File: config.mk
export PLATFORM = sky130hd
export DESIGN_NAME = bfiq_ctrl
export DESIGN_NICKNAME = d
export VERILOG_FILES = /design/src/rtl/bfiq_pkg.sv /design/src/rtl/bfiq_ctrl.sv
export SDC_FILE = /design/constraint.sdc
export NUM_CORES = 1
export LEC_CHECK = 0
export BUFFER_PORTS_ARGS = -buffer_cell sky130_fd_sc_hd__buf_2
export CAP_MARGIN = 20
export CORE_AREA = 2 2 39 41
export DETAILED_ROUTE_END_ITERATION = 10
export DIE_AREA = 0 0 41 43
export SETUP_SLACK_MARGIN = 0.05
export SKIP_LAST_GASP = 1
export SLEW_MARGIN = 20
export SYNTH_ARGS = -nofsm -noshare
export SYNTH_HDL_FRONTEND = slang
export SYNTH_SLANG_ARGS = --single-unit
File: constraint.sdc
create_clock -name clk -period 3.6 [get_ports clk]
set_input_delay 1.08 -clock clk [delete_from_list [all_inputs] [get_ports clk]]
set_output_delay 1.08 -clock clk [all_outputs]
set_load 0.02 [all_outputs]
File: src/rtl/bfiq_pkg.sv
package bfiq_pkg;

	localparam int unsigned MAX_BITS_DEF   = 16384;
	localparam int unsigned MAX_HASHES_DEF = 64;
	localparam int unsigned BC_W           = 15;
	localparam int unsigned HC_W           = 7;
	localparam int unsigned CFG_W          = 15;
	localparam int unsigned HASH_W         = 32;
	localparam logic [HASH_W-1:0] HASH_MUL = 32'd101;

	typedef enum logic [0:0] {
		REG_BIT_COUNT  = 1'b0,
		REG_HASH_COUNT = 1'b1
	} reg_idx_t;

	typedef enum logic [0:0] {
		OP_INSERT = 1'b0,
		OP_QUERY  = 1'b1
	} op_t;

	typedef struct packed {
		logic       op;
		logic [7:0] key_byte;
		logic       key_last;
	} in_item_t;

	typedef struct packed {
		logic was_query;
		logic maybe_present;
	} out_item_t;

	typedef enum logic [2:0] {
		ST_IDLE,
		ST_HASH,
		ST_MOD,
		ST_MEM,
		ST_CHECK,
		ST_DONE
	} state_t;

	// controller -> datapath
	typedef struct packed {
		logic absorb;      // fold byte into base and power
		logic probe_start; // form hash of current seed, start remainder
		logic mod_step;    // one remainder step
		logic mem_access;  // read / write the probed bit
		logic acc_check;   // fold the read bit into the answer
		logic seed_next;   // advance to the next seed
		logic key_done;    // clear per-key state
	} dp_cmd_t;

	// datapath -> controller
	typedef struct packed {
		logic mod_done;
		logic last_seed;
		logic no_probes;
		logic clearing;    // bit store sweep after reset still running
	} dp_stat_t;

endpackage

File: src/rtl/bfiq_ctrl.sv
module bfiq_ctrl (
	input  logic               clk,
	input  logic               arst_n,
	input  logic               start,
	input  logic               key_last,
	input  bfiq_pkg::dp_stat_t stat,
	output logic               busy,
	output logic               done,
	output bfiq_pkg::dp_cmd_t  cmd
);
	bfiq_pkg::state_t state_q, state_d;

	always_ff @(posedge clk or negedge arst_n) begin
		if (!arst_n)
			state_q <= bfiq_pkg::ST_IDLE;
		else
			state_q <= state_d;
	end

	always_comb begin
		state_d = state_q;
		cmd     = '0;
		done    = 1'b0;
		// the clearing sweep after reset also holds input off
		busy    = (state_q != bfiq_pkg::ST_IDLE) || stat.clearing;
		case (state_q)
			bfiq_pkg::ST_IDLE: begin
				if (start && !busy) begin
					cmd.absorb = 1'b1;
					if (key_last)
						state_d = bfiq_pkg::ST_HASH;
				end
			end
			bfiq_pkg::ST_HASH: begin
				if (stat.no_probes)
					state_d = bfiq_pkg::ST_DONE;
				else begin
					cmd.probe_start = 1'b0;
					state_d = bfiq_pkg::ST_MOD;
				end
			end
			bfiq_pkg::ST_MOD: begin
				cmd.probe_start = 1'b1;
				state_d = bfiq_pkg::ST_CHECK;
			end
			bfiq_pkg::ST_CHECK: begin
				if (!stat.mod_done)
					cmd.mod_step = 1'b1;
				else begin
					cmd.mem_access = 1'b1;
					state_d = bfiq_pkg::ST_MEM;
				end
			end
			bfiq_pkg::ST_MEM: begin
				cmd.acc_check = 1'b1;
				if (stat.last_seed)
					state_d = bfiq_pkg::ST_DONE;
				else begin
					cmd.seed_next = 1'b1;
					state_d = bfiq_pkg::ST_HASH;
				end
			end
			bfiq_pkg::ST_DONE: begin
				done         = 1'b1;
				cmd.key_done = 1'b1;
				state_d      = bfiq_pkg::ST_IDLE;
			end
			default: state_d = bfiq_pkg::ST_IDLE;
		endcase
	end
endmodule
==> qor_table.md <==
| Step | Item | This run |
| --- | --- | --- |
| global route | Largest net degree at the start of global routing | 11 |
| layout | Fillers | 152 |
| setup path | R2R Path End | state_q[0]$_DFFE_PN0P_ |
| global route | Initial antenna violation count | 0 |
| drt | First-iteration detailed-routing DRC count | 1 |
| floorplanning | Die Y-Extent | 43 um |
| drt | Post-route antenna net violation count | 0 |
| clocking | Hold buffer count at cts | 0 |
| layout | ANT cells | 0 |
| setup path | Number of cells on the critical path | 4 |
| setup path | Kind of end point of the critical path | output port |
| setup path | Crit path DAT | 1.71 ns |
| floorplanning | Effective utilization at floorplan | 16.7% |
| global route | Number of global-route vias before repair | 213 |
| floorplanning | IO Pins | 17 |
| setup path | Flop-to-flop setup slack | 2.40 ns |
| sta | Rel. slew slack | 78.1% |
| clocking | Total number of clock tree sinks | 3 |
| place | Detailed placement HPWL | 445 um |
| clocking | Max H-tree Level | 1 |
| yosys | Number of distinct library cells after synthesis | 19 |
| floorplanning | Std cell rows | 14 |
| clocking | Source-to-sink clock delay at the later pin of the worst-skew pair | 0.23 ns |
| layout | Final standard cell count with taps included and fillers excluded | 60 |
| setup path | Family of cells with the greatest summed delay on the critical path | simple AND/OR/NAND/NOR gates |
| clocking | Number of buffers created by CTS | 3 |
| place | GP Congestion | 0.701 |
| pwr | Final Power | 0.250 mW |
| yosys | Leading cell types by total area after synthesis | dfrtp_1 (32%), and2_2 (6.5%), inv_1 (6.5%) |
| place | Setup slack after placement | 0.793 ns |
| setup path | Critical path launch point | stat[0] |
| pwr | Power per Cell Area | 736 nW/um^2 |
| setup path | Slowest cell on the critical path | and2_2 |
| yosys | Syn_area_per_cell | 8.90 um^2 |
| setup path | CP Data Required Time | 2.52 ns |
| place | Number of buffer cells added on primary ports | 16 |
| sta | Worst Setup Slack, final | 0.806 ns |
| layout | Registers with the most flip-flops | state_q x3 |
| sta | Transition time at the pin with the least slew margin | 0.324 ns |
| pwr | Worst voltage drop across the vdd grid | 0.252 mV |
| layout | Multi-input combinational cell area | 123 um^2 |
| sta | Final cycle utilization of the critical path | 77.6% |
| floorplanning | Die area | 1760 um^2 |
| global route | Overflow left after global routing | 0 |
| yosys | Total number of yosys warnings | 0 |
| setup path | Critical-path maximum fanout | 2 |
| place | Instance count after placement with tap cells included | 56 |
| setup path | Type of element launching the critical path | input pin |
| sta | Setup TNS after final layout | 0 ns |
| setup path | Worst Path Buf+Inv | 2 |
| sta | Final-report hold violation count | 0 |
| drt | Total detailed-routing wirelength | 545 um |
| global route | Wire length of the first global-routing pass | 821 um |
| yosys | Instance count of the mapped netlist | 26 |
| place | Area after detailed placement | 313 um^2 |
| sta | Setup repair after global routing missed its margin | no |
| setup path | Series of cell instances along the critical path | buf_2 -> nor4_2 -> and2_2 -> buf_2 |
| yosys | Dominant cell type by area after synthesis | dfrtp_1 |
| status | Status | finished, final reports clean |
| setup path | Number of cells on the worst reg-to-reg path | 3 |
| sta | Number of pins with negative max-slew slack in the final report | 0 |
| setup path | Launching point of the worst reg2reg path | state_q[1]$_DFFE_PN0P_ |
| setup path | Cell with the most instances on the worst path | buf_2 |
| drt | Routed vias/inst | 3.98 |
| floorplanning | Die X-Extent | 41 um |
| layout | Sequential cell area | 75.1 um^2 |
| clocking | Clock-pin slew on the worst setup and hold paths | 0.03 ns |
| sta | F_max | 358 MHz |
| setup path | Crit Path Category | in2out |
| clocking | Quantity of gates resized following cts | 0 |
| min path | Hold Path Stages | 1 |
| drt | Number of detailed-route iterations in the first pass | 2 |
| global route | Total routing usage reported by global routing | 7.75% |
| setup path | Crit path to | cmd[6] |
| layout | Number of nets in the finished design | 53 |
| sta | Shortest clock period the worst path allows after layout | 2.79 ns |
| drt | Mean routed wirelength per cell | 9.08 um |
| sta | Clock tree skew after final layout | 0.00118 ns |
| yosys | Fraction of the yosys area taken by sequential cells | 32.4% |
| pwr | Leakage component of the power | 0.193 nW |
| yosys | Number of synthesized register bits | 3 |
| yosys | Synth Cell Area | 231 um^2 |
| yosys | Post-synth top area share | 32.4% |
| layout | Register containing the most flip-flops in the final layout | state_q |
| clocking | Clock Root Buffer | clkbuf_4 |
| yosys | Net Count, Synth | 34 |
| drt | Drt drc | 0 |
| layout | Layout cells sized above 1 | 52.3% |
| drt | Via Count | 239 |
| sta | Setup-violating endpoint count in the final report | 0 |
| setup path | Delay of the slowest cell on the worst path | 0.20 ns |
| min path | Worst Hold Class | reg2reg |
| floorplanning | Core region area | 1380 um^2 |
| clocking | Postcts setup bufs | 0 |
| clocking | Maximum clock insertion buffer count | 2 |
| min path | Beginning of the worst hold path | state_q[2]$_DFFE_PN0P_ |
| layout | Final cell area excluding filler cells | 339 um^2 |
| clocking | TritonCTS clock tree | yes |
| layout | Number of flip-flops in the largest register | 3 |
| layout | Layout Area Growth over Synthesis | 46.5% |
| flow run | Max cap viols | 0 |
[worst min-delay path by stage]
stage	slack [ns]	endpoint
2_1_floorplan	0.51	state_q[2]$_DFFE_PN0P_
3_5_place_dp	0.59	state_q[2]$_DFFE_PN0P_
4_1_cts	0.60	state_q[2]$_DFFE_PN0P_
5_1_grt	0.62	state_q[2]$_DFFE_PN0P_
3_3_place_gp	0.57	state_q[2]$_DFFE_PN0P_
6_report	0.58	state_q[2]$_DFFE_PN0P_
[kinds of logic after synthesis]
kind of cell,share of synthesized area [%]
and+or+nand+nor,35.7
buffers and inverters,14.6
AOI/OAI and AO/OA,17.3
DFF,32.4
[stage by stage]
step | hold WS (ns) | util (%)
floorplan | 0.513 | -
global placement | 0.567 | 22.6
detailed placement | 0.591 | 22.6
CTS | 0.598 | 24.5
global route | 0.624 | 24.5
finish | 0.583 | 24.5
[worst reg2reg max path, delay by kind of cell (launching register included)]
family           cells  cell delay [ns]
flip-flops           1             0.50
AND/OR/NAND/NOR      2             0.31
AO/OA/AOI/OAI        1             0.28
[cell usage in the layout (no fill, tap or decap), drive strengths merged]
master   count
dfrtp        3
nand2        1
a31oi        1
nor4         1
nor2b        1
nor3         2
nor4b        1
o21a         1
or2b         1
and2         2
inv          4
buf         16
nor2         1
and3         1
and2b        1
a211o        1
a2bb2oi      1
o41ai        1
clkbuf       4
[power by group]
group          switching (mW)  leakage, nW  internal (mW)
Clock                  0.0164       0.0150         0.0415
Combinational          0.0650        0.138         0.0531
Sequential             0.0261       0.0394         0.0477
[routing by layer]
| metal | routed length [um] | up-vias | track usage [%] |
|---|---|---|---|
| met5 | 0 | - | 0 |
| met4 | 10 | 0 | 12.0 |
| met3 | 43 | 2 | 1.57 |
| met2 | 238 | 12 | 8.44 |
| met1 | 253 | 100 | 9.39 |
| li1 | - | 125 | - |
[layout make-up]
cell class / instances / share of cell area, %
Clock buffer: 4 / 7.75
Inverter: 4 / 4.43
Multi-Input combinational cell: 17 / 36.2
Sequential cell: 3 / 22.1
Tap cell: 16 / 5.90
Timing Repair Buffer: 16 / 23.6
[Yosys cell counts]
cell	count
a211o_1	1
a2bb2oi_1	1
a31oi_1	1
and2_2	2
and2b_1	1
and3_2	1
buf_4	1
buf_6	1
dfrtp_1	3
inv_1	4
nand2_1	1
nor2_1	1
nor2b_1	1
nor3_1	2
nor4_2	1
nor4b_1	1
o21a_1	1
o41ai_1	1
or2b_1	1
Note: power is estimated with default switching activity, not from simulation.
